==> config.mk <==
export PLATFORM = sky130hd
export DESIGN_NAME = obb_dot3
export DESIGN_NICKNAME = d
export VERILOG_FILES = /design/src/hdl/obb_pkg.sv /design/src/hdl/obb_dot3.sv
export SDC_FILE = /design/constraint.sdc
export NUM_CORES = 2
export LEC_CHECK = 0
export ABC_AREA = 1
export BUFFER_PORTS_ARGS = -buffer_cell sky130_fd_sc_hd__buf_2
export CAP_MARGIN = 20
export CORE_MARGIN = 4
export CORE_UTILIZATION = 55
export DETAILED_ROUTE_END_ITERATION = 10
export PLACE_DENSITY_LB_ADDON = 0.1
export SLEW_MARGIN = 20
export SYNTH_ARGS = -nofsm -noshare
export SYNTH_HDL_FRONTEND = slang
export SYNTH_SLANG_ARGS = --single-unit
==> constraint.sdc <==
create_clock -name clk -period 6.8 [get_ports clk]
set_clock_uncertainty 0.2 [all_clocks]
set_input_delay 1.7 -clock clk [delete_from_list [all_inputs] [get_ports clk]]
set_output_delay 1.7 -clock clk [all_outputs]
set_load 0.01 [all_outputs]
==> src/hdl/obb_pkg.sv <==
package obb_pkg;

  localparam int FIELD_W = 48;
  localparam int AXIS_FRAC = 14;
  localparam int CUTOFF_W = 15;
  localparam logic [CUTOFF_W-1:0] CUTOFF_RESET = 15'd16383;
  localparam int AXIS_CODE_W = 4;
  localparam int NUM_AXES = 15;
  localparam logic [AXIS_CODE_W-1:0] NO_AXIS = 4'd15;
  localparam int NUM_WORDS = 10;

  // word slots of the input beat
  localparam int W_A_CENTER = 0;
  localparam int W_A_HALF   = 1;
  localparam int W_A_AXIS   = 2;
  localparam int W_B_CENTER = 5;
  localparam int W_B_HALF   = 6;
  localparam int W_B_AXIS   = 7;

  typedef logic [FIELD_W-1:0] field_t;

endpackage

==> src/hdl/obb_dot3.sv <==
module obb_dot3 #(
  parameter int AW = 17,
  parameter int BW = 16
) (
  input  logic                     clk,
  input  logic                     en,
  input  logic signed [AW-1:0]     a [3],
  input  logic signed [BW-1:0]     b [3],
  output logic signed [AW+BW-13:0] dot
);

  localparam int PW = AW + BW;
  localparam int SW = PW + 2;
  localparam logic signed [SW-1:0] HALF = SW'(1) << (obb_pkg::AXIS_FRAC - 1);

  logic signed [PW-1:0] prod [3];
  logic signed [SW-1:0] sum;

  always_ff @(posedge clk) begin
    if (en) begin
      for (int k = 0; k < 3; k++) begin
        prod[k] <= a[k] * b[k];
      end
      dot <= sum[SW-1:obb_pkg::AXIS_FRAC];
    end
  end

  // round half up: floor of (sum + half) / 2^14
  always_comb begin
    sum = SW'(prod[0]) + SW'(prod[1]) + SW'(prod[2]) + HALF;
  end

endmodule

==> results by group <==
Status
  – Status: completed

Clocking
  – Max Buffers Root-to-Sink: 2
  – CTS sink cnt: 120
  – CTS tree: yes
  – Worst skew pair latency: about 0.42 ns
  – Clk slew on worst S/H paths: 0.06 ns
  – Root buffer cell: clkbuf_16
  – # H-tree levels: 4
  – CTS buffer count: 17

Route
  – Via count: around 32000
  – Initial drt markers: about 2100
  – First-pass DRT Iterations: 6
  – Via/cell ratio: between 4 and 5
  – Final WL: 99.76 mm
  – Antenna-violating nets left: 0
  – Detailed-route wire length per cell: 15.70 um
  – DRC errors left: 0

Synth
  – Post-Syn Nets: 6167
  – Async set-or-reset flop fraction in the synthesized netlist: 0%
  – #FFs+latches synth: 120
  – Syn. warnings: 0
  – Post-synth EDFFs: 120
  – Synthesized area per cell: 8.127 sq um
  – Sequential share of the synthesized area: 9.067%
  – Synth Cell Area: 39740 sq um
  – Top FF cell, synth: edfxtp_1
  – Synth cell types: 44
  – Post-Syn Instances: 4890

Cells and area
  – Multi-input combinational cell area: ~31000 sq um
  – Reg area: approximately 3600 sq um
  – Fillcell total: about 6200
  – Area delta synth->final: 18.61%
  – Diodes inserted: 0
  – Fraction of layout cells with a size suffix above 1: a little under a fifth
  – Nets: ~6700

Placed design
  – Placed wire-length estimate: about 88 mm
  – Routability Congestion: ~0.95
  – Pre-CTS setup slack: -0.5847 ns
  – IO buf count: around 120

Min path
  – Hold Startpoint: prod[0][15]
  – Hold worst-path end: dot[2]
  – Worst min path class: reg2reg
  – Min-Delay Path Depth: 4

Die
  – Die area: between 70000 and 80000 sq um
  – Die width: around 280 um
  – Die height: roughly 280 um
  – Core area: around 72000 sq um
  – I/O pin count: around 120
  – Initial core utilization: between 50% and 60%
  – Row Count: between 90 and 100

GRT
  – Vias in the first global route: ~33000
  – First-pass GRT wire length: around 170 mm
  – Overflow left after global routing: 0
  – Largest net degree at the start of global routing: 65
  – GRT Overall Usage: 26.75%
  – Initial antenna violation count: 2

Worst setup path
  – Req. time, crit path: between 6 and 7 ns
  – CP startpoint: a[33]
  – Max FO, Critical Path: 7
  – WS Path Type: in2reg
  – Startpoint types: input pin
  – Crit. End Element: flip-flop
  – Worst R2R Path Depth: 11
  – Reg2Reg Setup Slack: approximately 3.5 ns
  – Critical R2R Capture: dot[11]
  – Arrival time worst endpoint: 6.73 ns
  – CP max-delay cell: fa_2
  – Most frequent CP cell: inv_2
  – CP cell instances: buf_6, buf_4, nand2_2, inv_2, fa_2, buf_12, fa_2, buf_6, fa_2, inv_2, fa_1, inv_1, fa_1, fa_1, ha_4, inv_2, nor3_4, and3_1, nand2_1, nand3_2, inv_2, nand2_1, nand2_1
  – R2r startpoint: prod[0][45]
  – CP max stage delay: slightly above 0.6 ns

STA
  – Highest Clock Rate: about 150 MHz
  – # setup viols final: 0
  – Max Slew Vio Count: 0
  – Final Cycle Share: between 90 and 100%
  – Worst Tran Pin Value: 0.8294 ns
  – Final hold viol count: 0
  – Final WS setup: 0.05047 ns
  – RSZ-0062 raised after global routing: true
  – Minimum clock period: roughly 6.7 ns
  – Rel. slew slack: between 40% and 50%

Run
  – Max-Cap Viols: 0
==> cell usage after synthesis (2+ instances only) <==
cell / count / area [sq um]
inv_1: 1449 / 5439
nand2_1: 1173 / 4403
fa_1: 860 / 17220
ha_1: 316 / 3954
nor2_1: 194 / 728.2
clkbuf_1: 179 / 671.9
a21oi_1: 126 / 630.6
edfxtp_1: 120 / 3603
nand3_1: 101 / 505.5
xor2_1: 71 / 621.9
o21ai_0: 48 / 240.2
xnor2_1: 31 / 271.5
nand4_1: 27 / 168.9
o21bai_1: 26 / 195.2
a21o_1: 21 / 157.7
nor3_1: 19 / 95.09
inv_2: 18 / 67.56
o21ai_1: 14 / 70.07
or2_2: 12 / 75.07
a31oi_1: 10 / 62.56
nand2_2: 9 / 56.30
nor2_2: 9 / 56.30
a21boi_0: 8 / 60.06
and3_1: 6 / 37.54
a21oi_2: 5 / 43.79
or2_1: 5 / 31.28
nand3_2: 4 / 40.04
nor4_1: 4 / 25.02
o21ai_2: 4 / 35.03
nor3_2: 3 / 30.03
a21boi_2: 2 / 22.52
clkinv_1: 2 / 7.510
nor2_4: 2 / 22.52
o2111ai_1: 2 / 17.52
==> state kept, by name (all words and copies together) (netlist names) <==
name and flops:
prod 99, dot 21
==> layout make-up <==
| cell class | instances | share of cell area [%] |
|---|---|---|
| Timing Repair inverter | 1 | 0.01593 |
| Inverter | 1469 | 11.72 |
| Timing Repair Buffer | 661 | 10.52 |
| Sequential cell | 120 | 7.645 |
| Clock inverter | 12 | 0.3769 |
| Tap cell | 950 | 2.522 |
| Multi-Input combinational cell | 3121 | 66.29 |
| Clock buffer | 19 | 0.9184 |
==> layer usage <==
metal | vias to the layer above | global-route usage [%] | wire, um
met5 | - | 0 | 0
li1 | 15030 | - | -
met3 | 81 | 2.554 | 5526
met4 | 0 | 3.096 | 995
met1 | 15690 | 41.22 | 47060
met2 | 840 | 42.89 | 46180
==> worst max-delay path by stage <==
stage / slack (ns) / cells after the start / endpoint
floorplan: -0.04 / 24 / prod[0][65]
global placement: -0.57 / 23 / prod[0][23]
detailed placement: -0.58 / 20 / prod[0][27]
CTS: 0.002 / 20 / prod[0][29]
global route: -0.10 / 23 / prod[0][65]
finish: 0.05 / 23 / prod[0][65]
==> cell usage in the layout (no fill, tap or decap), types with 12 or more instances in the layout <==
cell       count
fa_1         836
buf_6         18
clkbuf_4      28
nor2_1       144
o21ai_1       25
o21bai_1      18
nand2_2       38
nand3_2       14
ha_4          45
buf_2         74
buf_4        532
o21ai_0       33
nor2_2        49
ha_1         262
xnor2_1       31
nand4_1       27
inv_1       1436
a21oi_2       36
nand3_1       90
nor2_4        12
fa_2          24
a21oi_1       95
xor2_1        67
a21o_1        21
edfxtp_1     120
inv_2         28
clkbuf_16     17
nand2_1     1142
==> logic make-up (layout without fill, tap and decap cells) <==
| kind of cell | Yosys count | in the layout | synth area share (%) |
|---|---|---|---|
| fa+ha+maj | 1176 | 1176 | 53.27 |
| compound gates | 270 | 270 | 3.942 |
| buf+inv | 1649 | 2162 | 15.57 |
| simple gates | 1573 | 1573 | 15.90 |
| flops | 120 | 120 | 9.067 |
| xor+xnor | 102 | 102 | 2.248 |
==> through the flow <==
stage               hold WS (ns)  TNS [ns]  instances  util [%]  instance area, sq um
floorplan                 0.7567  -0.05930       4890         -                 40180
global placement          0.9411    -18.72       6297     62.72                 44910
detailed placement        0.9452    -21.49       6297     62.72                 44910
finish                    0.9799         0       6353     65.83                 47140
global route               1.025   -0.6266       6353     65.83                 47140
CTS                       0.9718         0       6330     63.67                 45590
==> repair_timing <==
action                                 CTS  global route
endpoints found under the hold margin    0             0
setup endpoints to repair               10            59
hold buffers                             0             0
gates resized for setup                 11           343
pin swaps                                1            81
cloned                                   0             1
setup buffers                            2            22
==> worst max-delay path, delay by kind of cell <==
family                   cells  cell delay, ns
AND/OR/NAND/NOR              7            0.74
adder cells (fa/ha/maj)      7            3.52
buffers and inverters        9            0.78
Power is not shown: default switching activity piles up to over one toggle a cycle in this logic, so the estimate is an artifact.
